File: src/isrc_pkg.sv
package isrc_pkg;

  localparam int RAW_W      = 16;
  localparam int SCALE_W    = 15;
  localparam int SCALE_SHIFT = 8;
  localparam int PROD1_W    = RAW_W + SCALE_W;
  localparam int VEC_W      = 22;
  localparam int COEF_W     = 16;
  localparam int ROT_PROD_W = COEF_W + VEC_W;
  localparam int ACC_W      = ROT_PROD_W + 2;
  localparam int ROT_SHIFT  = 14;
  localparam int ROT_W      = ACC_W - ROT_SHIFT;
  localparam int DIFF_W     = ROT_W + 1;
  localparam int AXIS_W     = 24;
  localparam int BIAS_W     = 24;
  localparam int ROW_W      = 3 * COEF_W;
  localparam int TEMP_W     = 12;
  localparam int CFG_IDX_W  = 3;

  // Degrees to radians per second and counts to g, both in Q8.16 after the shift.
  localparam logic signed [SCALE_W-1:0] GYRO_SCALE  = 15'sd8936;
  localparam logic signed [SCALE_W-1:0] ACCEL_SCALE = 15'sd3073;

  // 23 degrees in eighths.
  localparam logic signed [TEMP_W-1:0] TEMP_OFFSET = 12'sd184;

  localparam logic signed [DIFF_W-1:0] SAT_HI = 27'sd8388607;
  localparam logic signed [DIFF_W-1:0] SAT_LO = -27'sd8388608;
  localparam logic signed [AXIS_W-1:0] AXIS_MAX = 24'sh7FFFFF;
  localparam logic signed [AXIS_W-1:0] AXIS_MIN = 24'sh800000;

  localparam logic [ROW_W-1:0] ROT_X_RESET = 48'h0000_0000_4000;
  localparam logic [ROW_W-1:0] ROT_Y_RESET = 48'h0000_4000_0000;
  localparam logic [ROW_W-1:0] ROT_Z_RESET = 48'h4000_0000_0000;

  typedef enum logic {
    KIND_GYRO  = 1'b0,
    KIND_ACCEL = 1'b1
  } kind_t;

  typedef enum logic [CFG_IDX_W-1:0] {
    REG_ROT_X  = 3'd0,
    REG_ROT_Y  = 3'd1,
    REG_ROT_Z  = 3'd2,
    REG_BIAS_X = 3'd3,
    REG_BIAS_Y = 3'd4,
    REG_BIAS_Z = 3'd5
  } reg_idx_t;

  typedef logic signed [RAW_W-1:0]  raw_t;
  typedef logic signed [VEC_W-1:0]  vec_t;
  typedef logic signed [ROT_W-1:0]  rot_t;
  typedef logic signed [AXIS_W-1:0] axis_t;

  typedef struct packed {
    logic [2:0][ROW_W-1:0]  rot;
    logic [2:0][BIAS_W-1:0] bias;
  } cfg_t;

  // Side information that travels with each sample through the pipeline.
  typedef struct packed {
    logic                     op;
    logic signed [TEMP_W-1:0] temperature;
  } ctl_t;

endpackage

File: src/isrc_scale.sv
module isrc_scale (
  input  logic               clk,
  input  logic               rst_n,
  input  logic               in_valid,
  output logic               in_ready,
  input  logic               op,
  input  isrc_pkg::raw_t     raw [3],
  input  logic [7:0]         temp_high,
  input  logic [7:0]         temp_low,
  output logic               out_valid,
  input  logic               out_ready,
  output isrc_pkg::vec_t     vec [3],
  output isrc_pkg::ctl_t     ctl
);

  logic                                  adv;
  logic signed [isrc_pkg::SCALE_W-1:0]   scale;
  logic signed [isrc_pkg::PROD1_W-1:0]   prod [3];
  logic [10:0]                           temp_raw;
  logic signed [isrc_pkg::TEMP_W-1:0]    temp_ext;
  isrc_pkg::vec_t                        vec_nxt [3];
  isrc_pkg::ctl_t                        ctl_nxt;
  logic                                  valid_r;
  isrc_pkg::vec_t                        vec_r [3];
  isrc_pkg::ctl_t                        ctl_r;

  assign adv      = !valid_r || out_ready;
  assign in_ready = adv;

  always_comb begin
    scale = (op == isrc_pkg::KIND_ACCEL) ? isrc_pkg::ACCEL_SCALE : isrc_pkg::GYRO_SCALE;
    for (int i = 0; i < 3; i++) begin
      prod[i] = isrc_pkg::PROD1_W'(raw[i]) * isrc_pkg::PROD1_W'(scale);
      // The product fits 30 bits, so this slice is the floored shift by 8.
      vec_nxt[i] = prod[i][isrc_pkg::VEC_W+isrc_pkg::SCALE_SHIFT-1:isrc_pkg::SCALE_SHIFT];
    end
    temp_raw = {temp_high, temp_low[7:5]};
    temp_ext = {temp_raw[10], temp_raw};
    ctl_nxt.op = op;
    ctl_nxt.temperature = (op == isrc_pkg::KIND_ACCEL) ?
                          temp_ext + isrc_pkg::TEMP_OFFSET : '0;
  end

  always_ff @(posedge clk) begin
    if (!rst_n) begin
      valid_r <= 1'b0;
    end else if (adv) begin
      valid_r <= in_valid;
    end
  end

  always_ff @(posedge clk) begin
    if (adv) begin
      vec_r <= vec_nxt;
      ctl_r <= ctl_nxt;
    end
  end

  assign out_valid = valid_r;
  assign vec       = vec_r;
  assign ctl       = ctl_r;

endmodule

File: config.mk
export PLATFORM = sky130hd
export DESIGN_NAME = isrc_scale
export DESIGN_NICKNAME = d
export VERILOG_FILES = /design/src/isrc_pkg.sv /design/src/isrc_scale.sv
export SDC_FILE = /design/constraint.sdc
export NUM_CORES = 1
export LEC_CHECK = 0
export BUFFER_PORTS_ARGS = -buffer_cell sky130_fd_sc_hd__buf_2
export CORE_ASPECT_RATIO = 0.6
export CORE_MARGIN = 3
export CORE_UTILIZATION = 40
export CTS_BUF_LIST = sky130_fd_sc_hd__clkbuf_8
export DETAILED_ROUTE_END_ITERATION = 16
export PLACE_DENSITY = 0.7
export SLEW_MARGIN = 25
export SYNTH_ARGS = -nofsm -noshare
export SYNTH_HDL_FRONTEND = slang
export SYNTH_SLANG_ARGS = --single-unit
File: constraint.sdc
create_clock -name clk -period 5.4 [get_ports clk]
set_clock_uncertainty 0.15 [all_clocks]
set_input_delay 0.27 -clock clk [delete_from_list [all_inputs] [get_ports clk]]
set_output_delay 0.27 -clock clk [all_outputs]
set_load 0.005 [all_outputs]
## Word-level counts from Yosys, hierarchy flattened

Cells that the tools add are included.

| cells by class | value |
|---|---|
| add/subtract/negate cells | 1 |
| multipliers | 3 |
| mux-type cells | 1 |
| reduce and logical (&&, ||, !) cells | 2 |

Operators by type and width:

| operator | number |
|---|---|
| $mul A16 B15 Y30 | 3 |
| $mux W14 | 1 |
| $add A11 B9 Y12 const B | 1 |
| $logic_not A1 Y1 | 1 |
| $logic_or A1 B1 Y1 | 1 |

| word-level totals | value |
|---|---|
| bits in registers | 80 |
| bits of input ports | 69 |
| logic and storage cells | 13 |

## Logic depth before layout (Yosys ltp)

| logic depth | value |
|---|---|
| word-level depth | 2 |
| depth in mapped cells | 24 |

## Worst setup path before layout

No wires, ideal clock.

| timing | value |
|---|---|
| path kind | input port to flip-flop |
| start point | input op |
| end point | register vec_r (netlist bit vec[42]) (data pin) |
| setup time | 263 ps |
| data arrival time | 5407 ps |
| required time | 4987 ps |
| slack | -420 ps |
| stages | 19 |
| cells stage by stage | clkbuf_1 > clkbuf_1 > nor2b_1 > ha_1 > fa_1 > fa_1 > inv_1 > fa_1 > inv_1 > fa_1 > ha_1 > ha_1 > a211o_1 > a2111oi_4 > nor3_1 > o31ai_2 > o31ai_1 > o41ai_2 > xnor2_1 |

RTL lines:

| element | line | RTL |
|---|---|---|
| start: declaration | isrc_scale.sv:6 | `input logic op,` |
| end signal: assignment | isrc_scale.sv:54 | `vec_r <= vec_nxt;` |
| end: declaration | isrc_scale.sv:24 | `isrc_pkg::vec_t vec_r [3];` |

==> flow_metrics.env <==
export IMPL_outcome="complete, no violations"
export IMPL_ios=150
export IMPL_fmax_ghz=0.190
export IMPL_dp_worst_setup_slack_ps=-537
export IMPL_routedWlPerCell_um=16.8
export IMPL_synth_seq_cells=80
export IMPL_finalWirelength_um=46500
export IMPL_areaGrowthSynthToFinish_pct=23.2
export IMPL_clock_latency_ps=420
export IMPL_grt_max_degree=43
export IMPL_worstSetupStartpointType="input pin"
export IMPL_worst_pin_slew_ps=643
export IMPL_drc=0
export IMPL_synth_main_ff_cell="edfxtp_1"
export IMPL_antenna_found_initial=10
export IMPL_post_route_util_pct=50.1
export IMPL_rsz0062_at_grt="true"
export IMPL_synthCells=1734
export IMPL_finalHoldViolations=0
export IMPL_finalWorstPathRequiredPeriod_ps=5260
export IMPL_clockBufferDepth=2
export IMPL_arrival_ps=5270
export IMPL_synth_edff_count=79
export IMPL_drtIter0Drc=769
export IMPL_cp_max_fo=15
export IMPL_cts_buffers=9
export IMPL_vias=13500
export IMPL_rr_worst_depth=2
export IMPL_hpwl_um=40700
export IMPL_port_buffers=144
export IMPL_syn_area_per_cell_um2=10.6
export IMPL_grtUsageTotal_pct=19.9
export IMPL_grt_pass1_vias=14700
export IMPL_nets=2913
export IMPL_die_area_um2=48500
export IMPL_hold_class="in2reg"
export IMPL_start_util_pct=40.7
export IMPL_grt_pass1_wl_um=76200
export IMPL_path_class="in2reg"
export IMPL_setup_ws_ps=141
export IMPL_yosysSeqAreaShare_pct=13.1
export IMPL_finalSetupViolCount=0
export IMPL_coreArea_um2=45000
export IMPL_grt_overflow_total=0
export IMPL_end_kind="flip-flop"
export IMPL_drive_gt1_share_pct=24.9
export IMPL_cts_root_buffer="clkbuf_8"
export IMPL_place_gp_congestion=0.963
export IMPL_slew_violations=0
export IMPL_detail_route_vias_per_cell=4.87
export IMPL_num_rows=60
export IMPL_fin_hold_ws_ps=50.9
export IMPL_postRouteAntennaNets=0
export IMPL_die_h_um=172
export IMPL_powerDensity_nw_per_um2=566
export IMPL_ys_warnings_count=0
export IMPL_htree_levels=3
export IMPL_whs_path_depth=2
export IMPL_ys_types=54
export IMPL_die_width_um=282
export IMPL_maxCapViolCount=0
export IMPL_crit_required_ps=5420
export IMPL_p_leak_uw=0.0121
export IMPL_fill_cells=4111
export IMPL_netlist_area_um2=18300
export IMPL_irDropWorstVdd_v=0.000417
export IMPL_relSlewSlack_pct=57.1
export IMPL_clock_sinks=80
export IMPL_clkTransAtPathRegs_ps=90
export IMPL_cts_tree="built"
export IMPL_period_share_pct=97.4
export IMPL_synthArstFlopShare_pct=0
export IMPL_first_pass_iters=5
-- cells in the mapped netlist, types with 25 or more instances --
cell      number  share of area [%]
nor2_1        77                1.6
fa_1         308                 34
a21oi_1       60                1.6
xnor2_1       85                4.1
inv_1        336                6.9
nor2b_1       56                1.9
o21ai_0       40                1.1
clkbuf_1      25               0.51
edfxtp_1      79                 13
a21o_1        29                1.2
nand2_1       68                1.4
ha_1         370                 25
-- worst paths after layout --
| kind | from | to | slack (ps) |
|---|---|---|---|
| setup reg to reg | out_valid$_SDFFE_PN0P_ | vec[35]$_DFFE_PP_ | 3400 |
| hold / removal | temp_high[6] | ctl[11]$_SDFFCE_PN0P_ | 50 |
| setup / recovery | op | vec[20]$_DFFE_PP_ | 140 |
| hold reg to reg | out_valid$_SDFFE_PN0P_ | vec[44]$_DFFE_PP_ | 860 |
-- cell usage in the layout (no fill, tap or decap), types with 29 or more instances in the layout --
master / n
a21o_1: 29
a21oi_1: 55
buf_2: 143
buf_4: 289
edfxtp_1: 79
fa_1: 308
ha_1: 364
inv_1: 333
nand2_1: 68
nor2_1: 75
nor2b_1: 31
o21ai_0: 35
xnor2_1: 85
-- stage by stage --
step | power (uW) | cells | TNS, ps | cell area [um^2]
global placement | 11600 | 2731 | -7710 | 22000
floorplan | 7770 | 1738 | -17.8 | 18500
detailed placement | 11800 | 2731 | -9180 | 22000
global route | 14200 | 2763 | -132 | 22600
CTS | 12400 | 2752 | 0 | 22300
finish | 12800 | 2763 | 0 | 22600
-- kinds of logic (layout without fill, tap and decap cells) --
family,after synthesis,in the layout,synth area share [%]
adder cells (fa/ha/maj),678,678,58.9
buffers and inverters,369,801,7.56
AND/OR/NAND/NOR,281,281,7.51
AO/OA/AOI/OAI,221,221,7.99
XOR/XNOR,103,103,4.92
flip-flops,80,80,13.1
other,2,10,0.0410
-- routing by layer --
metal	track usage, %	up-vias	wire [um]
li1	-	6521	-
met5	0	-	36
met2	30.5	268	20400
met3	4.61	37	2590
met4	2.56	6	429
met1	29.5	6636	23100
-- sequential cells by signal, indices dropped and copies added, names as in the netlist --
register / flops
ctl: 13
vec: 66
out_valid: 1
-- area by class of cell --
class | count | area, um^2 | area share (%)
sequential | 80 | 2390 | 10.6
clock inverter | 6 | 36.3 | 0.161
clock buffer | 9 | 124 | 0.549
inverter | 337 | 1270 | 5.61
tap | 589 | 737 | 3.26
antenna | 4 | 10.0 | 0.0443
timing repair buffer | 449 | 3140 | 13.9
multi-input combinational | 1289 | 14900 | 65.8
-- repair_timing --
item | CTS | global route
hold endpoints to repair | 5 | 0
pin swaps | 0 | 17
setup buffers | 0 | 5
endpoints found under the setup margin | 5 | 23
resized for setup | 2 | 45
hold buffers | 6 | 0
cloned | 0 | 2
-- worst max-delay path: stages --
cell      delay [ps]
buf_8            130
buf_6            140
clkinv_2          80
buf_12           150
buf_4            150
nor2_1            50
ha_1             190
a31o_2           220
fa_1             390
fa_1             480
fa_1             600
fa_1             430
ha_1             290
ha_1             310
o21ai_0           90
nor2_1           170
buf_4            140
a31o_2           190
o31ai_2           60
buf_4            150
o211ai_1         280
a31oi_1          160
xnor2_1          150
-- power by group --
| part | internal [uW] | total, uW | switching, uW |
|---|---|---|---|
| logic | 5470 | 10900 | 5430 |
| clock network | 163 | 446 | 283 |
| registers | 1380 | 1440 | 59.8 |
No activity file was read; power rests on OpenSTA's default activity.
