==> src/isrc_pkg.sv <==
package isrc_pkg;

  localparam int RAW_W      = 16;
  localparam int SCALE_W    = 15;
  localparam int SCALE_SHIFT = 8;
  localparam int PROD1_W    = RAW_W + SCALE_W;
  localparam int VEC_W      = 22;
  localparam int COEF_W     = 16;
  localparam int ROT_PROD_W = COEF_W + VEC_W;
  localparam int ACC_W      = ROT_PROD_W + 2;
  localparam int ROT_SHIFT  = 14;
  localparam int ROT_W      = ACC_W - ROT_SHIFT;
  localparam int DIFF_W     = ROT_W + 1;
  localparam int AXIS_W     = 24;
  localparam int BIAS_W     = 24;
  localparam int ROW_W      = 3 * COEF_W;
  localparam int TEMP_W     = 12;
  localparam int CFG_IDX_W  = 3;

  // Degrees to radians per second and counts to g, both in Q8.16 after the shift.
  localparam logic signed [SCALE_W-1:0] GYRO_SCALE  = 15'sd8936;
  localparam logic signed [SCALE_W-1:0] ACCEL_SCALE = 15'sd3073;

  // 23 degrees in eighths.
  localparam logic signed [TEMP_W-1:0] TEMP_OFFSET = 12'sd184;

  localparam logic signed [DIFF_W-1:0] SAT_HI = 27'sd8388607;
  localparam logic signed [DIFF_W-1:0] SAT_LO = -27'sd8388608;
  localparam logic signed [AXIS_W-1:0] AXIS_MAX = 24'sh7FFFFF;
  localparam logic signed [AXIS_W-1:0] AXIS_MIN = 24'sh800000;

  localparam logic [ROW_W-1:0] ROT_X_RESET = 48'h0000_0000_4000;
  localparam logic [ROW_W-1:0] ROT_Y_RESET = 48'h0000_4000_0000;
  localparam logic [ROW_W-1:0] ROT_Z_RESET = 48'h4000_0000_0000;

  typedef enum logic {
    KIND_GYRO  = 1'b0,
    KIND_ACCEL = 1'b1
  } kind_t;

  typedef enum logic [CFG_IDX_W-1:0] {
    REG_ROT_X  = 3'd0,
    REG_ROT_Y  = 3'd1,
    REG_ROT_Z  = 3'd2,
    REG_BIAS_X = 3'd3,
    REG_BIAS_Y = 3'd4,
    REG_BIAS_Z = 3'd5
  } reg_idx_t;

  typedef logic signed [RAW_W-1:0]  raw_t;
  typedef logic signed [VEC_W-1:0]  vec_t;
  typedef logic signed [ROT_W-1:0]  rot_t;
  typedef logic signed [AXIS_W-1:0] axis_t;

  typedef struct packed {
    logic [2:0][ROW_W-1:0]  rot;
    logic [2:0][BIAS_W-1:0] bias;
  } cfg_t;

  // Side information that travels with each sample through the pipeline.
  typedef struct packed {
    logic                     op;
    logic signed [TEMP_W-1:0] temperature;
  } ctl_t;

endpackage

==> src/isrc_correct.sv <==
module isrc_correct (
  input  logic                              clk,
  input  logic                              rst_n,
  input  logic                              in_valid,
  output logic                              in_ready,
  input  isrc_pkg::rot_t                    rot [3],
  input  isrc_pkg::ctl_t                    ctl,
  input  isrc_pkg::cfg_t                    cfg,
  output logic                              out_valid,
  input  logic                              out_ready,
  output logic                              kind,
  output isrc_pkg::axis_t                   axis [3],
  output logic signed [isrc_pkg::TEMP_W-1:0] temperature,
  output logic                              temp_valid,
  output logic                              saturated
);

  logic                                adv;
  logic signed [isrc_pkg::DIFF_W-1:0]  bias_ext [3];
  logic signed [isrc_pkg::DIFF_W-1:0]  diff [3];
  logic [2:0]                          clip;
  isrc_pkg::axis_t                     axis_nxt [3];
  logic                                valid_r;
  logic                                kind_r;
  isrc_pkg::axis_t                     axis_r [3];
  logic signed [isrc_pkg::TEMP_W-1:0]  temp_r;
  logic                                sat_r;

  assign adv      = !valid_r || out_ready;
  assign in_ready = adv;

  always_comb begin
    for (int i = 0; i < 3; i++) begin
      // Offsets apply to gyro samples only.
      bias_ext[i] = (ctl.op == isrc_pkg::KIND_GYRO) ?
                    isrc_pkg::DIFF_W'($signed(cfg.bias[i])) : '0;
      diff[i] = isrc_pkg::DIFF_W'(rot[i]) - bias_ext[i];
      if (diff[i] > isrc_pkg::SAT_HI) begin
        axis_nxt[i] = isrc_pkg::AXIS_MAX;
        clip[i]     = 1'b1;
      end else if (diff[i] < isrc_pkg::SAT_LO) begin
        axis_nxt[i] = isrc_pkg::AXIS_MIN;
        clip[i]     = 1'b1;
      end else begin
        axis_nxt[i] = diff[i][isrc_pkg::AXIS_W-1:0];
        clip[i]     = 1'b0;
      end
    end
  end

  always_ff @(posedge clk) begin
    if (!rst_n) begin
      valid_r <= 1'b0;
    end else if (adv) begin
      valid_r <= in_valid;
    end
  end

  always_ff @(posedge clk) begin
    if (adv) begin
      kind_r <= ctl.op;
      axis_r <= axis_nxt;
      temp_r <= ctl.temperature;
      sat_r  <= |clip;
    end
  end

  assign out_valid   = valid_r;
  assign kind        = kind_r;
  assign axis        = axis_r;
  assign temperature = temp_r;
  assign temp_valid  = kind_r;
  assign saturated   = sat_r;

endmodule

==> config.mk <==
export PLATFORM = sky130hd
export DESIGN_NAME = isrc_correct
export DESIGN_NICKNAME = d
export VERILOG_FILES = /design/src/isrc_pkg.sv /design/src/isrc_correct.sv
export SDC_FILE = /design/constraint.sdc
export NUM_CORES = 1
export LEC_CHECK = 0
export BUFFER_PORTS_ARGS = -buffer_cell sky130_fd_sc_hd__buf_4
export CELL_PAD_IN_SITES_DETAIL_PLACEMENT = 0
export CELL_PAD_IN_SITES_GLOBAL_PLACEMENT = 1
export CORE_AREA = 2 2 167 136
export CTS_CLUSTER_DIAMETER = 80
export DETAILED_ROUTE_END_ITERATION = 10
export DIE_AREA = 0 0 169 138
export GPL_TIMING_DRIVEN = 0
export PLACE_DENSITY_LB_ADDON = 0.1
export SLEW_MARGIN = 15
export SYNTH_ARGS = -nofsm -noshare
export SYNTH_HDL_FRONTEND = slang
export SYNTH_SLANG_ARGS = --single-unit
==> constraint.sdc <==
create_clock -name clk -period 9.6 [get_ports clk]
set_input_delay 2.4 -clock clk [delete_from_list [all_inputs] [get_ports clk]]
set_output_delay 2.4 -clock clk [all_outputs]
set_load 0.005 [all_outputs]
# [After elaboration in Yosys (flattened, before gate mapping)]
# Index checks and enable logic that the tools add are counted.
[word_totals] output_inout_bits=89 ff_bits=87 inputBits=311
[classes] addsub=3 order_cmp=6 n_reduce_logical=3 mux=12
[op_table] operator="27-bit by 24-bit greater-than comparator with 1-bit output, second input constant" n=3
[op_table] operator="27-bit by 24-bit less-than comparator with 1-bit output, second input constant" n=3
[op_table] operator="27-bit 2-to-1 mux" n=3
[op_table] operator="26-bit by 27-bit subtractor with 27-bit output" n=3
[op_table] operator="24-bit 2-to-1 mux" n=3
[op_table] operator="1-bit 2-to-1 mux" n=6
[op_table] operator="3-bit OR reduction" n=1
[op_table] operator="1-bit logical NOT" n=1
[op_table] operator="1-bit logical OR" n=1

# [Longest topological paths before layout]
[depth] word_depth=6 ltp_mapped=15 ltp_nobuf=13

# [Least setup slack after synthesis]
# OpenSTA, ideal clock, no wires.
[synth_timing] path_type="input -> output" start="in out_ready" end="out in_ready" slack_ns=2.658 n_path_buf=0 required_ns=7.200 arrival_ns=4.542 path_stages=1 cell_sequence="nand2b_1"
[synth_via] elab_chain_cells=1
[synth_lines] item="start: declaration" line_no="isrc_correct.sv:10" rtl="input logic out_ready,"
[synth_lines] item="1-bit logical OR" line_no="isrc_correct.sv:29" rtl="assign adv = !valid_r || out_ready;"
[synth_lines] item="end: declaration" line_no="isrc_correct.sv:5" rtl="output logic in_ready,"
# Every way passes these cells.

# [Final worst setup path]
[layout_timing] start="in ctl[12] in the netlist's numbering" end="reg axis_r (netlist bit axis[70]) (data pin)"
[layout_via] elab_chain_cells=4 word_cells_on_any_way=5 cone_classes="add/sub: 1; order compare: 2; mux: 2"
[layout_lines] item="start: declaration" line_no="isrc_correct.sv:7" rtl="input isrc_pkg::ctl_t ctl,"
[layout_lines] item="27-bit 2-to-1 mux *" line_no="isrc_correct.sv:35" rtl="bias_ext[i] = (ctl.op == isrc_pkg::KIND_GYRO) ?"
[layout_lines] item="26-bit by 27-bit subtractor with 27-bit output *" line_no="isrc_correct.sv:37" rtl="diff[i] = isrc_pkg::DIFF_W'(rot[i]) - bias_ext[i];"
[layout_lines] item="27-bit by 24-bit less-than comparator with 1-bit output" line_no="isrc_correct.sv:41" rtl="end else if (diff[i] < isrc_pkg::SAT_LO) begin"
[layout_lines] item="24-bit 2-to-1 mux" line_no="isrc_correct.sv:41"
[layout_lines] item="end signal: assignment" line_no="isrc_correct.sv:62" rtl="axis_r <= axis_nxt;"
[layout_lines] item="end: declaration" line_no="isrc_correct.sv:25" rtl="isrc_pkg::axis_t axis_r [3];"
# Every way passes the cells marked *; elsewhere a longest branch is shown, timed or not.
# A chain may end at the register's enable or synchronous reset.

==> run summary <==
The worst path required time came out at 9.65 ns. The clock net in this run drives a total of 87 sinks. In the layout the commonest cells are 258 x buf_4, 97 x o21ai_0, 89 x nand2b_1, 86 x edfxtp_1, 84 x ha_1. The number of cells on the worst reg-to-reg path is 2.

The number of hold-slack violations in the final timing report was 0; the number of non-filler instances in the completed layout was 1404. Leaving out fill and tap cells, the most frequent cell in the layout is buf_4. The critical path start-end classification was primary input to flop. The logs give 0.219 for the global router's overall resource usage and 0.00260 mm^2 for the area taken by flip-flops and latches.

The detail route stage leaves a number of antenna-violating nets equal to 0. The synthesized netlist net count came out at 1248. The tools report the number of buffers created by CTS as 9.

The via count normalized by instance count works out to 5.21. The proportion of synthesized chip area in sequential cells came out at 0.338. By area the synthesized netlist is led by edfxtp_1 34%, ha_1 14%, nand2b_1 7.3%.

Once the clock tree was built, the setup fixing pass inserted 0 buffers. The end-of-flow core utilization is 0.471, and the synthesis-to-layout area growth is 34.3%. At the end of routability-driven placement, the weighted congestion stood at 0.856. At the end of the flow, the number of nets in the layout was 1515. The core footprint is 0.0219 mm^2, and the worst-case headroom to the max-slew limit is 0.462. The most critical setup path has its startpoint at ctl[12].

Setup repair after global routing left no endpoint under its margin. The measured slew at the worst slew-check pin works out to 0.807 ns. The endpoint identified for the worst register-to-register timing path is axis[25]$_SDFFCE_PN1P_. At the worst endpoint, the arrival time is 7.17 ns. The tightest min-delay check is of the flop to flop type. The tools report the pre-CTS setup slack as 2.07 ns. The die outline area is 0.0233 mm^2.

The largest incremental delay on the critical path came out at 0.64 ns. The logs give 64 for the number of distinct standard cells referenced by the synthesized netlist and 0 for the count of yosys warnings during synthesis. The effective utilization at floorplan was 0.351. Clock-pin slew was measured on the worst setup and hold paths at 0.07 ns. The wire-length estimate of the detail-placed layout is 21000 um. In this run the core area contains 49 standard-cell rows. The critical path goes through buf_4 -> clkbuf_1 -> clkbuf_1 -> nand2b_1 -> ha_1 -> a21oi_1 -> o211ai_1 -> a211o_1 -> o211ai_1 -> nand2_1 -> a311oi_1 -> nor2_1 -> a21oi_1 -> clkbuf_1 -> o21ai_0. Once the clock tree was built, the resizer swapped 0 gates to a different size. The final setup skew was 0.00643 ns.

In the synthesized netlist the dominant register cell turns out to be edfxtp_1. The share of the cycle needed by the critical path after routing was 0.742. TritonCTS built the clock tree.

The flow ran to the end, and the final reports show no timing, DRC or antenna violations. The number of remaining DRC errors is 0, and the detail-routed net length per standard cell is 18.6 um. Summing internal, switching and leakage power gives 1560 uW. The height of the chip was 138 um. Destination of the worst hold path: temperature[5]$_DFFE_PP_.

On the critical path the largest part of the delay comes from compound AO/OA/AOI/OAI gates. The worst register-to-register path begins at out_valid$_SDFFE_PN0P_. The area share of the largest cell type after synthesis was 0.335. Number of antenna violations at the first check in global routing: 4. Of all nets on the critical path, the largest fanout is 10. The final-report max-slew violation count is 0, and the worst reg-to-reg setup slack is 8.05 ns.

The tool flagged a number of max-cap violations equal to 0. The average cell area after synthesis is 9.06 um^2. The most numerous cell on the critical path is clkbuf_1. Synthesis inferred 87 register bits. The total detailed-routing wirelength is 26100 um. The critical path endpoint category is a flop. The worst setup slack after layout was 2.47 ns.

Share of cells above drive strength 1: 0.257. Static timing analysis puts the maximum clock frequency at 0.140 GHz. Horizontal die dimension: 169 um.

The synthesized netlist occupies a cell area of 0.00770 mm^2. The clock reaches the later pin of the worst-skew pair after 0.35 ns. The via count of the first global-routing pass was 7118.

The number of placed instances, taps included, is 1386. The worst voltage drop across the vdd grid was 0.0918 mV. The share of flip-flops with an asynchronous set or reset after synthesis is 0. CTS built an H-tree with a depth of 3. Number of enable-type register cells in the synthesized netlist: 86. The multi-input combinational cells in the finished layout cover a total of 0.00488 mm^2.

The power density over the cells came out at 151 mW/mm^2. The cell type of the slowest stage on the worst timing path was clkbuf_1. The run gives 5 as the number of detailed-route iterations in the first pass. During placement, the flow inserted port buffers numbering 255. The worst hold path stage count was 1; the total number of vias was 7316. The clock passes through at most 2 buffers. For the leakage component of the power, the log shows 0.00436 uW. The total overflow left after global routing is 0. Top-level I/O count: 400. The startpoint identified for the worst hold timing path is out_valid$_SDFFE_PN0P_. Hold repair after CTS inserted 0 buffers. The launching element type of the critical path is a primary input. Together, buffers and inverters on the worst path number 4. The leading area contributor after synthesis is edfxtp_1. The routed design could run at a clock period as short as 7.13 ns. Entering global routing, the biggest net connects 48 pins. The initial detailed-routing violation count was 404; the number of inserted filler cells in the final layout was 2162. The global-route wire length before repair is 39500 um, and the accumulated negative setup slack is 0 ns.

The clock root buffer was clkbuf_16. Synthesis produced a netlist whose cell count is 850. The number of setup violations in the final report was 0.
-- layer usage --
metal	part of all wire	global-route usage	wire length (um)
met5	0	0	0
met4	0.014	0.0481	352
met3	0.060	0.0395	1560
met2	0.43	0.341	11300
met1	0.49	0.316	12800
-- metrics by stage --
step	hold slack [ns]	area, um^2
finish	1.07	10300
global route	1.16	10300
CTS	1.10	10300
detailed placement	1.09	10000
global placement	2.58	9960
floorplan	2.38	7700
-- registers in the layout, indices dropped and copies added, names as in the netlist --
| register | cells |
|---|---|
| saturated | 1 |
| kind | 1 |
| out_valid | 1 |
| axis | 72 |
| temperature | 12 |
-- cell usage after synthesis, types with 3 or more instances --
library cell and n:
o21ai_0 97, nand2b_1 90, edfxtp_1 86, ha_1 84, a21oi_1 71, nand2_1 55
nor2_1 45, xor2_1 34, xnor2_1 30, inv_1 28, clkbuf_1 25, a21o_1 21
nor2b_1 17, nor3_1 16, nand3_1 12, o21a_1 10, o21ai_1 10, o211ai_1 9
a211oi_1 7, a31oi_1 7, and3_1 7, o31ai_1 6, nand4_1 5, o21bai_1 5
a2111oi_0 4, a21boi_0 4, a41oi_1 4, and2_1 4, and4_1 4, a31o_2 3
buf_4 3, fa_1 3, nand4b_1 3, nor4_1 3
-- where the power goes --
part | internal (uW) | switching [uW] | total, uW
sequential | 515 | 23.1 | 538
combinational | 288 | 319 | 607
clock | 240 | 178 | 418
-- worst reg2reg max path: stages, from the launching register on --
cell and delay [ns]:
dfxtp_1 0.34, nand2b_4 0.51, buf_16 0.33
-- area by class of cell --
type / instances / share of cell area
Multi-Input combinational cell: 706 / 0.472
Buffer: 29 / 0.0117
Tap cell: 280 / 0.0339
Sequential cell: 87 / 0.252
Clock inverter: 6 / 0.00944
Inverter: 28 / 0.0102
Timing Repair Buffer: 256 / 0.188
Clock buffer: 10 / 0.0231
Antenna cell: 2 / 0.000484
-- cells by family after synthesis --
kind of cell    after synthesis  share of synthesized area
mux                           2                    0.00276
xor+xnor                     64                     0.0728
simple gates                269                      0.186
buf+inv                      57                     0.0294
compound gates              284                      0.227
fa+ha+maj                    87                      0.144
flops                        87                      0.338
-- worst max-delay path by stage --
stage | to | slack (ns) | cells after the start
final | axis[70]$_SDFFCE_PN1P_ | 2.47 | 15
after global routing | axis[70]$_SDFFCE_PN1P_ | 2.00 | 15
after CTS | axis[70]$_SDFFCE_PN1P_ | 2.44 | 16
after detailed placement | axis[70]$_SDFFCE_PN1P_ | 2.07 | 16
after global placement | in_ready | 1.03 | 3
after floorplan | in_ready | 2.66 | 1
Note: power is estimated with default switching activity, not from simulation.
