===== config.mk =====
export PLATFORM = sky130hd
export DESIGN_NAME = isrc_cfg
export DESIGN_NICKNAME = d
export VERILOG_FILES = /design/src/isrc_pkg.sv /design/src/isrc_cfg.sv
export SDC_FILE = /design/constraint.sdc
export NUM_CORES = 1
export LEC_CHECK = 0
export BUFFER_PORTS_ARGS = -buffer_cell sky130_fd_sc_hd__buf_2
export CAP_MARGIN = 10
export CORE_MARGIN = 2
export CORE_UTILIZATION = 39
export CTS_CLUSTER_SIZE = 16
export DETAILED_ROUTE_END_ITERATION = 10
export SLEW_MARGIN = 20
export SYNTH_ARGS = -nofsm -noshare
export SYNTH_HDL_FRONTEND = slang
export SYNTH_SLANG_ARGS = --single-unit

===== constraint.sdc =====
create_clock -name clk -period 1.6 [get_ports clk]
set_input_delay 0.32 -clock clk [delete_from_list [all_inputs] [get_ports clk]]
set_output_delay 0.32 -clock clk [all_outputs]
set_load 0.05 [all_outputs]

===== src/isrc_pkg.sv =====
package isrc_pkg;

  localparam int RAW_W      = 16;
  localparam int SCALE_W    = 15;
  localparam int SCALE_SHIFT = 8;
  localparam int PROD1_W    = RAW_W + SCALE_W;
  localparam int VEC_W      = 22;
  localparam int COEF_W     = 16;
  localparam int ROT_PROD_W = COEF_W + VEC_W;
  localparam int ACC_W      = ROT_PROD_W + 2;
  localparam int ROT_SHIFT  = 14;
  localparam int ROT_W      = ACC_W - ROT_SHIFT;
  localparam int DIFF_W     = ROT_W + 1;
  localparam int AXIS_W     = 24;
  localparam int BIAS_W     = 24;
  localparam int ROW_W      = 3 * COEF_W;
  localparam int TEMP_W     = 12;
  localparam int CFG_IDX_W  = 3;

  // Degrees to radians per second and counts to g, both in Q8.16 after the shift.
  localparam logic signed [SCALE_W-1:0] GYRO_SCALE  = 15'sd8936;
  localparam logic signed [SCALE_W-1:0] ACCEL_SCALE = 15'sd3073;

  // 23 degrees in eighths.
  localparam logic signed [TEMP_W-1:0] TEMP_OFFSET = 12'sd184;

  localparam logic signed [DIFF_W-1:0] SAT_HI = 27'sd8388607;
  localparam logic signed [DIFF_W-1:0] SAT_LO = -27'sd8388608;
  localparam logic signed [AXIS_W-1:0] AXIS_MAX = 24'sh7FFFFF;
  localparam logic signed [AXIS_W-1:0] AXIS_MIN = 24'sh800000;

  localparam logic [ROW_W-1:0] ROT_X_RESET = 48'h0000_0000_4000;
  localparam logic [ROW_W-1:0] ROT_Y_RESET = 48'h0000_4000_0000;
  localparam logic [ROW_W-1:0] ROT_Z_RESET = 48'h4000_0000_0000;

  typedef enum logic {
    KIND_GYRO  = 1'b0,
    KIND_ACCEL = 1'b1
  } kind_t;

  typedef enum logic [CFG_IDX_W-1:0] {
    REG_ROT_X  = 3'd0,
    REG_ROT_Y  = 3'd1,
    REG_ROT_Z  = 3'd2,
    REG_BIAS_X = 3'd3,
    REG_BIAS_Y = 3'd4,
    REG_BIAS_Z = 3'd5
  } reg_idx_t;

  typedef logic signed [RAW_W-1:0]  raw_t;
  typedef logic signed [VEC_W-1:0]  vec_t;
  typedef logic signed [ROT_W-1:0]  rot_t;
  typedef logic signed [AXIS_W-1:0] axis_t;

  typedef struct packed {
    logic [2:0][ROW_W-1:0]  rot;
    logic [2:0][BIAS_W-1:0] bias;
  } cfg_t;

  // Side information that travels with each sample through the pipeline.
  typedef struct packed {
    logic                     op;
    logic signed [TEMP_W-1:0] temperature;
  } ctl_t;

endpackage


===== src/isrc_cfg.sv =====
module isrc_cfg (
  input  logic                           clk,
  input  logic                           rst_n,
  input  logic                           cfg_valid,
  input  logic [isrc_pkg::CFG_IDX_W-1:0] cfg_index,
  input  logic [isrc_pkg::ROW_W-1:0]     cfg_data,
  output isrc_pkg::cfg_t                 cfg
);

  isrc_pkg::cfg_t cfg_r;

  always_ff @(posedge clk) begin
    if (!rst_n) begin
      cfg_r.rot[0]  <= isrc_pkg::ROT_X_RESET;
      cfg_r.rot[1]  <= isrc_pkg::ROT_Y_RESET;
      cfg_r.rot[2]  <= isrc_pkg::ROT_Z_RESET;
      cfg_r.bias[0] <= '0;
      cfg_r.bias[1] <= '0;
      cfg_r.bias[2] <= '0;
    end else if (cfg_valid) begin
      unique case (isrc_pkg::reg_idx_t'(cfg_index))
        isrc_pkg::REG_ROT_X:  cfg_r.rot[0]  <= cfg_data;
        isrc_pkg::REG_ROT_Y:  cfg_r.rot[1]  <= cfg_data;
        isrc_pkg::REG_ROT_Z:  cfg_r.rot[2]  <= cfg_data;
        isrc_pkg::REG_BIAS_X: cfg_r.bias[0] <= cfg_data[isrc_pkg::BIAS_W-1:0];
        isrc_pkg::REG_BIAS_Y: cfg_r.bias[1] <= cfg_data[isrc_pkg::BIAS_W-1:0];
        isrc_pkg::REG_BIAS_Z: cfg_r.bias[2] <= cfg_data[isrc_pkg::BIAS_W-1:0];
        default: ;
      endcase
    end
  end

  assign cfg = cfg_r;

endmodule


Word-level counts from Yosys, hierarchy flattened

Index checks and enable logic that the tools add are counted.
W data, S select, Z words.

Register bits after elaboration: 216
Input port bits: 54
Output and inout port bits: 216
Logic and storage cells: 18

Equality and inequality tests: 5
Reductions and logical operators: 7

Operators by type and width:

| operator             | count |
|---|---|
| $reduce_and A2 Y1    | 6 |
| $eq A3 B2 Y1 const B | 2 |
| $eq A3 B3 Y1 const B | 2 |
| $eq A3 B1 Y1 const B | 1 |
| $logic_not A3 Y1     | 1 |

Depth between registers and ports, before layout

Gate-level depths: netlist of the first run.

Depth after elaboration: 2
Mapped depth: 5
Mapped depth without buffers: 2

Worst setup path before layout of the first run

No wires, ideal clock.

Path kind: input to register
From: input cfg_index[0] (netlist name)
To: register cfg_r (netlist bit cfg[87])
Library setup time: 72 ps
Arrival: 1,154 ps
Data required time: 1,528 ps
Setup slack: 375 ps
Stages on the path: 4
Buffers on the path: 2
Cells stage by stage: nor4b_4 buf_6 buf_6 mux2i_1

Cells in the longest elaborated chain, start to end: 2

Ends and longest elaborated chain:

| item                        | line           | source |
|---|---|---|
| from (decl)                 | isrc_cfg.sv:5  | `input logic [isrc_pkg::CFG_IDX_W-1:0] cfg_index,` |
| $logic_not A3 Y1            | isrc_cfg.sv:21 | `unique case (isrc_pkg::reg_idx_t'(cfg_index))` |
| $reduce_and A2 Y1 (no line) | n/a            |  |
| to (decl)                   | isrc_cfg.sv:10 | `isrc_pkg::cfg_t cfg_r;` |

No other way between the ends.
A chain may end at the register's enable or synchronous reset.

Final worst setup path of the first run

From: register cfg_r (netlist bit cfg[175])
To: output cfg[175] (netlist name)

RTL lines:

| item      | line          | source |
|---|---|---|
| to (decl) | isrc_cfg.sv:7 | `output isrc_pkg::cfg_t cfg` |

No word-level cell between the ends.

==> results of run 1 <==
==> cell usage in the layout, fill, tap and decap left out, types with 6 or more instances in the layout <==
| master | netlist | final |
|---|---|---|
| clkbuf_8 | 0 | 6 |
| nand2_1 | 261 | 261 |
| buf_12 | 0 | 14 |
| clkbuf_1 | 21 | 7 |
| dfxtp_1 | 216 | 216 |
| clkbuf_16 | 0 | 23 |
| buf_4 | 13 | 12 |
| nor2b_1 | 6 | 6 |
| buf_2 | 10 | 268 |
| mux2i_1 | 216 | 216 |
==> layer usage <==
metal	GRT usage	wire length [um]	vias up
met5	0	0	-
met4	0.0524	492	0
met3	0.0425	1410	34
met2	0.319	9630	183
met1	0.251	9540	2830
li1	-	-	3036
==> cell type report <==
type / count / area share
clock buffer: 35 / 0.0645
clock inverter: 2 / 0.00337
multi-input combinational: 490 / 0.318
sequential: 216 / 0.416
tap: 270 / 0.0325
timing repair buffer: 295 / 0.166
==> synthesized netlist by cell type, drive strengths merged <==
cell	count	share of area
and4bb	1	0.0016
buf	35	0.031
clkbuf	21	0.010
dfxtp	216	0.55
mux2i	216	0.27
nand2	261	0.12
nand4b	2	0.0022
nand4bb	3	0.0043
nor2b	6	0.0047
nor4b	1	0.0030
==> how the worst min path moves through the flow <==
stage | to | depth (start not counted) | slack [ns]
after floorplan | cfg[214]$_SDFFE_PN1P_ | 2 | 0.48
after global placement | cfg[99]$_SDFFE_PN0P_ | 2 | 0.44
after detailed placement | cfg[80]$_SDFFE_PN0P_ | 2 | 0.44
after CTS | cfg[86]$_SDFFE_PN1P_ | 3 | 0.09
after global routing | cfg[214]$_SDFFE_PN1P_ | 3 | 0.11
final | cfg[86]$_SDFFE_PN1P_ | 3 | 0.11
==> stage by stage <==
stage	power [mW]	util	instance area, sq um	hold WS (ns)
4_1_cts	11.9	0.517	10400	0.0949
5_1_grt	12.2	0.517	10400	0.114
6_report	11.8	0.517	10400	0.111
2_1_floorplan	6.46	-	7920	0.480
3_3_place_gp	6.83	0.482	9690	0.438
3_5_place_dp	6.84	0.482	9690	0.444
==> report_power, final <==
group          switching (mW)  internal [mW]
logic                   0.827          0.329
registers              0.0569           5.50
clock network            2.03           3.02
==> logic make-up after synthesis <==
logic type,Yosys count,share of synthesized area
mux,216,0.273
flops,216,0.546
simple gates,274,0.140
buf+inv,56,0.0409
==> summary.txt, run 1 <==
Finish
  – Antenna Cells: 0
  – Syn-to-layout area delta: 31.4%
  – Fillcell total: 1,887
  – Fin cells: 1,308
  – Layout cells sized above 1: 0.317
  – Area occupied by multi-input gates: 0.00330 sq mm
  – Register Area: 0.00432 sq mm
  – Max FFs per register: 216
  – Nets@finish: 1,080

Setup path
  – Crit. path cell count: 1
  – Worst r2r dst: cfg[23]$_SDFFE_PN0P_
  – Critical path's slowest cell: dfxtp_1
  – Setup crit start: cfg[175]$_SDFFE_PN0P_
  – CP delay by family, top: flip-flops
  – R2R setup slack: 0.99 ns
  – Crit path largest cell delay: 0.36 ns
  – Critical Path Sink: cfg[175]
  – CP Data Required Time: 1.28 ns
  – Critical path class: flip-flop to primary output
  – Worst setup SP type: flip-flop
  – R2R cell count: 2
  – Buffers & Inverters on Critical Path: 1
  – Critical path, cell by cell: buf_2
  – Critical Path AT: 1.13 ns
  – Element type at the critical path end: primary output
  – R2r startpoint: cfg[23]$_SDFFE_PN0P_
  – Max FO, Critical Path: 2

Synthesis
  – Synth warn: 0
  – Avg Cell Area, Syn: 10.4 sq um
  – Mapped Cells: 762
  – Distinct cells, synth: 13
  – Net count after synthesis: 816
  – Cell area after synthesis: 0.00792 sq mm
  – Sequential fraction of the synthesis area: 0.546
  – #FFs+latches synth: 216

GRT
  – First-pass GRT wire length: 33.2 mm
  – Gr usage total: 0.191
  – Grt total ovfl: 0
  – Largest net degree at the start of global routing: 51
  – Initial antenna violation count: 0
  – Vias in the first global route: 5,947

Placement
  – Setup Slack @ Placement: 0.0450 ns
  – IO Port Bufs: 269
  – Placed cell count: 1,271
  – DP Wirelength: 14.6 mm
  – Placer Congestion: 0.750

Timing
  – Crit path time final: 1.45 ns
  – Slew Limit Headroom: 0.751
  – Crit share post-route: 0.903
  – Final Skew: 0 ns
  – Highest clock rate: 692 MHz
  – Setup Viol. Count Final: 0
  – RSZ-0062 raised after global routing: no
  – Slew Viols, Final: 0
  – Worst-Margin Slew: 0.373 ns
  – Min setup slack post-route: 0.155 ns
  – Final setup TNS: 0 ns
  – Hold Violations, Final: 0

Clocking
  – H-tree levels: 1
  – Post-CTS sizing: 0
  – Num CTS Buffers: 23
  – Clock latency on the worst-skew pair: 0.49 ns
  – Clk slew on worst S/H paths: 0.06 ns
  – CTS tree: yes
  – Sink Count: 216
  – Hold Buf Count CTS: 0
  – Clock tree buffer depth: 3
  – Clock root buffer: clkbuf_16
  – Postcts setup bufs: 0

Die
  – Die area: 0.0215 sq mm
  – Core area: 0.0201 sq mm
  – Rows: 52
  – Initial Utilization: 0.394
  – Die Ht: 146 um
  – Ports: 270
  – Die width: 146 um

Hold path
  – Hold/Removal Path Class: primary input to flip-flop
  – HP Start: cfg_data[14]

Detailed routing
  – DR pass1 iterations: 4
  – Avg WL per Cell: 16.1 um
  – Via count: 6,083
  – Final ANT Viol Nets: 0
  – Residual DRC count: 0
  – DR iter-0 viols: 208
  – Mean number of vias per cell: 4.65
  – Final wirelength: 21.1 mm

Outcome
  – Status: completed

Power and ir drop
  – Power density over the cells: 1130 mW/mm^2
  – Peak VDD IR: 0.000576 V
  – Leak: 5.59 nW

Run
  – Number of max-cap violations: 0
Note: power is estimated with default switching activity, not from simulation.
==> run 2, diff against run 1 <==
Settings changed: BUFFER_PORTS_ARGS -buffer_cell sky130_fd_sc_hd__buf_2 to -buffer_cell sky130_fd_sc_hd__clkbuf_2, TNS_END_PERCENT from default to 10.
==> run 2 against run 1 <==
Utilization rose by 0.57 points. Largest power group unchanged. Power rose by 4.1%. Highest routed layer unchanged. Clock skew unchanged. Largest cell class unchanged. Cell count rose by 0.84%.
==> summary.txt, run 2 (synthesis results as in run 1) <==
Die
  – Die width: 146 um (unchanged)
  – Die area: 0.0215 sq mm (unchanged)
  – Die Ht: 146 um (unchanged)
  – Initial Utilization: 0.394 (unchanged)
  – Rows: 52 (unchanged)
  – Ports: 270 (unchanged)
  – Core area: 0.0201 sq mm (unchanged)

Clocking
  – CTS tree: yes
  – Clock tree buffer depth: 3 (unchanged)
  – Clock latency on the worst-skew pair: 0.49 ns (about the same)
  – Postcts setup bufs: 0 (unchanged)
  – H-tree levels: 1 (unchanged)
  – Clock root buffer: clkbuf_16
  – Num CTS Buffers: 24 (+4.3%)
  – Post-CTS sizing: 0 (unchanged)
  – Sink Count: 216 (unchanged)
  – Clk slew on worst S/H paths: 0.06 ns (about the same)
  – Hold Buf Count CTS: 0 (unchanged)

Placement
  – IO Port Bufs: 269 (unchanged)
  – DP Wirelength: 14.6 mm (+0.43%)
  – Post-DP Area: 0.00971 sq mm (+0.18%)
  – Placer Congestion: 0.772 (+2.9%)

Detailed routing
  – Final ANT Viol Nets: 0 (unchanged)
  – Final wirelength: 20.9 mm (-0.99%)
  – Mean number of vias per cell: 4.63 (-0.43%)
  – DR iter-0 viols: 193 (-7.2%)
  – Avg WL per Cell: 15.8 um (-1.8%)
  – Residual DRC count: 0 (unchanged)
  – DR pass1 iterations: 5 (+1)
  – Via count: 6,108 (+0.41%)

Finish
  – Register Area: 0.00432 sq mm (unchanged)
  – Commonest non-fill, non-tap cell in the layout: clkbuf_2
  – Max FFs per register: 216 (unchanged)
  – Syn-to-layout area delta: 32.8%
  – Most frequent cells in the layout: 268 x clkbuf_2, 261 x nand2_1, 216 x mux2i_1, 216 x dfxtp_1, 25 x clkbuf_16
  – Fillcell total: 1,857 (-1.6%)
  – Layout cells sized above 1: 0.322 (+0.00526)
  – Area occupied by multi-input gates: 0.00330 sq mm (unchanged)
  – Nets@finish: 1,085 (+0.46%)
  – Post-route cell area: 0.0105 sq mm (+1.1%)
  – Core Util, Final: 0.523 (+0.00573)
  – Antenna Cells: 0 (unchanged)

Timing
  – Highest clock rate: 679 MHz (-1.9%)
  – Crit share post-route: 0.920 (+0.0171)
  – Hold Violations, Final: 0 (unchanged)
  – Final setup TNS: 0 ns (unchanged)
  – Worst-Margin Slew: 0.374 ns (+0.00154 ns)
  – Final Skew: 0 ns (unchanged)
  – Crit path time final: 1.47 ns (+0.0273 ns)
  – Slew Limit Headroom: 0.750 (-0.00102)
  – RSZ-0062 raised after global routing: no
  – Setup Viol. Count Final: 0 (unchanged)
  – Slew Viols, Final: 0 (unchanged)

Setup path
  – Critical path class: flip-flop to primary output
  – Critical Path AT: 1.15 ns (+0.02 ns)
  – CP delay by family, top: flip-flops
  – Critical path, cell by cell: clkbuf_2
  – Element type at the critical path end: primary output
  – Crit path largest cell delay: 0.36 ns (about the same)
  – Worst setup SP type: flip-flop
  – CP Data Required Time: 1.28 ns (about the same)
  – Critical path's slowest cell: dfxtp_1
  – Buffers & Inverters on Critical Path: 1 (unchanged)
  – Max FO, Critical Path: 2 (unchanged)

GRT
  – Largest net degree at the start of global routing: 49 (-3.9%)
  – Initial antenna violation count: 0 (unchanged)
  – Grt total ovfl: 0 (unchanged)
  – First-pass GRT wire length: 32.9 mm (-0.93%)
  – Vias in the first global route: 5,922 (-0.42%)
  – Gr usage total: 0.189 (-0.00206)

Power and ir drop
  – Peak VDD IR: 0.000712 V (+24%)
  – Total Power: 12.2 mW (+4.1%)
  – Leak: 5.48 nW (-2.0%)
  – Power density over the cells: 1160 mW/mm^2 (+2.9%)

Run
  – Number of max-cap violations: 0 (unchanged)

Hold path
  – Hold/Removal Path Class: primary input to flip-flop

Outcome
  – Status: completed
## run 2: changes by cell type in the layout (fill, tap and decap cells not counted)
cell / before / now
buf_2: 268 / 0
clkbuf_2: 0 / 268
buf_4: 12 / 17
clkbuf_1: 7 / 9
clkbuf_16: 23 / 25
clkinv_2: 1 / 3
buf_12: 14 / 13
bufinv_16: 1 / 2
## run 2: layer usage
metal  track usage  vias to the layer above  part of all wire  routed length, um
li1              -                     3047                 -                  -
met1         0.249                     2853              0.45               9410
met2         0.307                      174              0.46               9660
met4        0.0578                        0             0.024                509
met3        0.0481                       34             0.062               1290
met5             0                        -                 0                  0
## run 2: power breakdown
| group | leakage [nW] | switching [mW] | internal, mW |
|---|---|---|---|
| Sequential | 1.75 | 0.0618 | 5.50 |
| Combinational | 3.34 | 0.826 | 0.327 |
| Clock | 0.395 | 2.10 | 3.42 |
| Total | 5.48 | 2.99 | 9.25 |
## run 2: cell type report
class	count	area share
Clock buffer	39	0.0693
Clock inverter	5	0.00714
Multi-Input combinational cell	490	0.314
Sequential cell	216	0.411
Tap cell	270	0.0321
Timing Repair Buffer	299	0.166
## run 2: final timing paths
check / start / to / slack [ns] / cells after the start
setup / recovery: cfg[158]$_SDFFE_PN0P_ / cfg[158] / 0.13 / 1
hold / removal: cfg_data[14] / cfg[86]$_SDFFE_PN1P_ / 0.1 / 3
setup reg to reg: cfg[111]$_SDFFE_PN0P_ / cfg[111]$_SDFFE_PN0P_ / 0.95 / 2
hold reg to reg: cfg[80]$_SDFFE_PN0P_ / cfg[80]$_SDFFE_PN0P_ / 0.45 / 2
## run 2: per-stage QoR
stage,std cells,setup slack [ns],hold WS [ns]
2_1_floorplan,762,0.375,0.480
3_3_place_gp,1275,0.0946,0.441
3_5_place_dp,1275,0.0373,0.447
4_1_cts,1319,0.103,0.0756
5_1_grt,1319,0.0815,0.0972
6_report,1319,0.127,0.0978
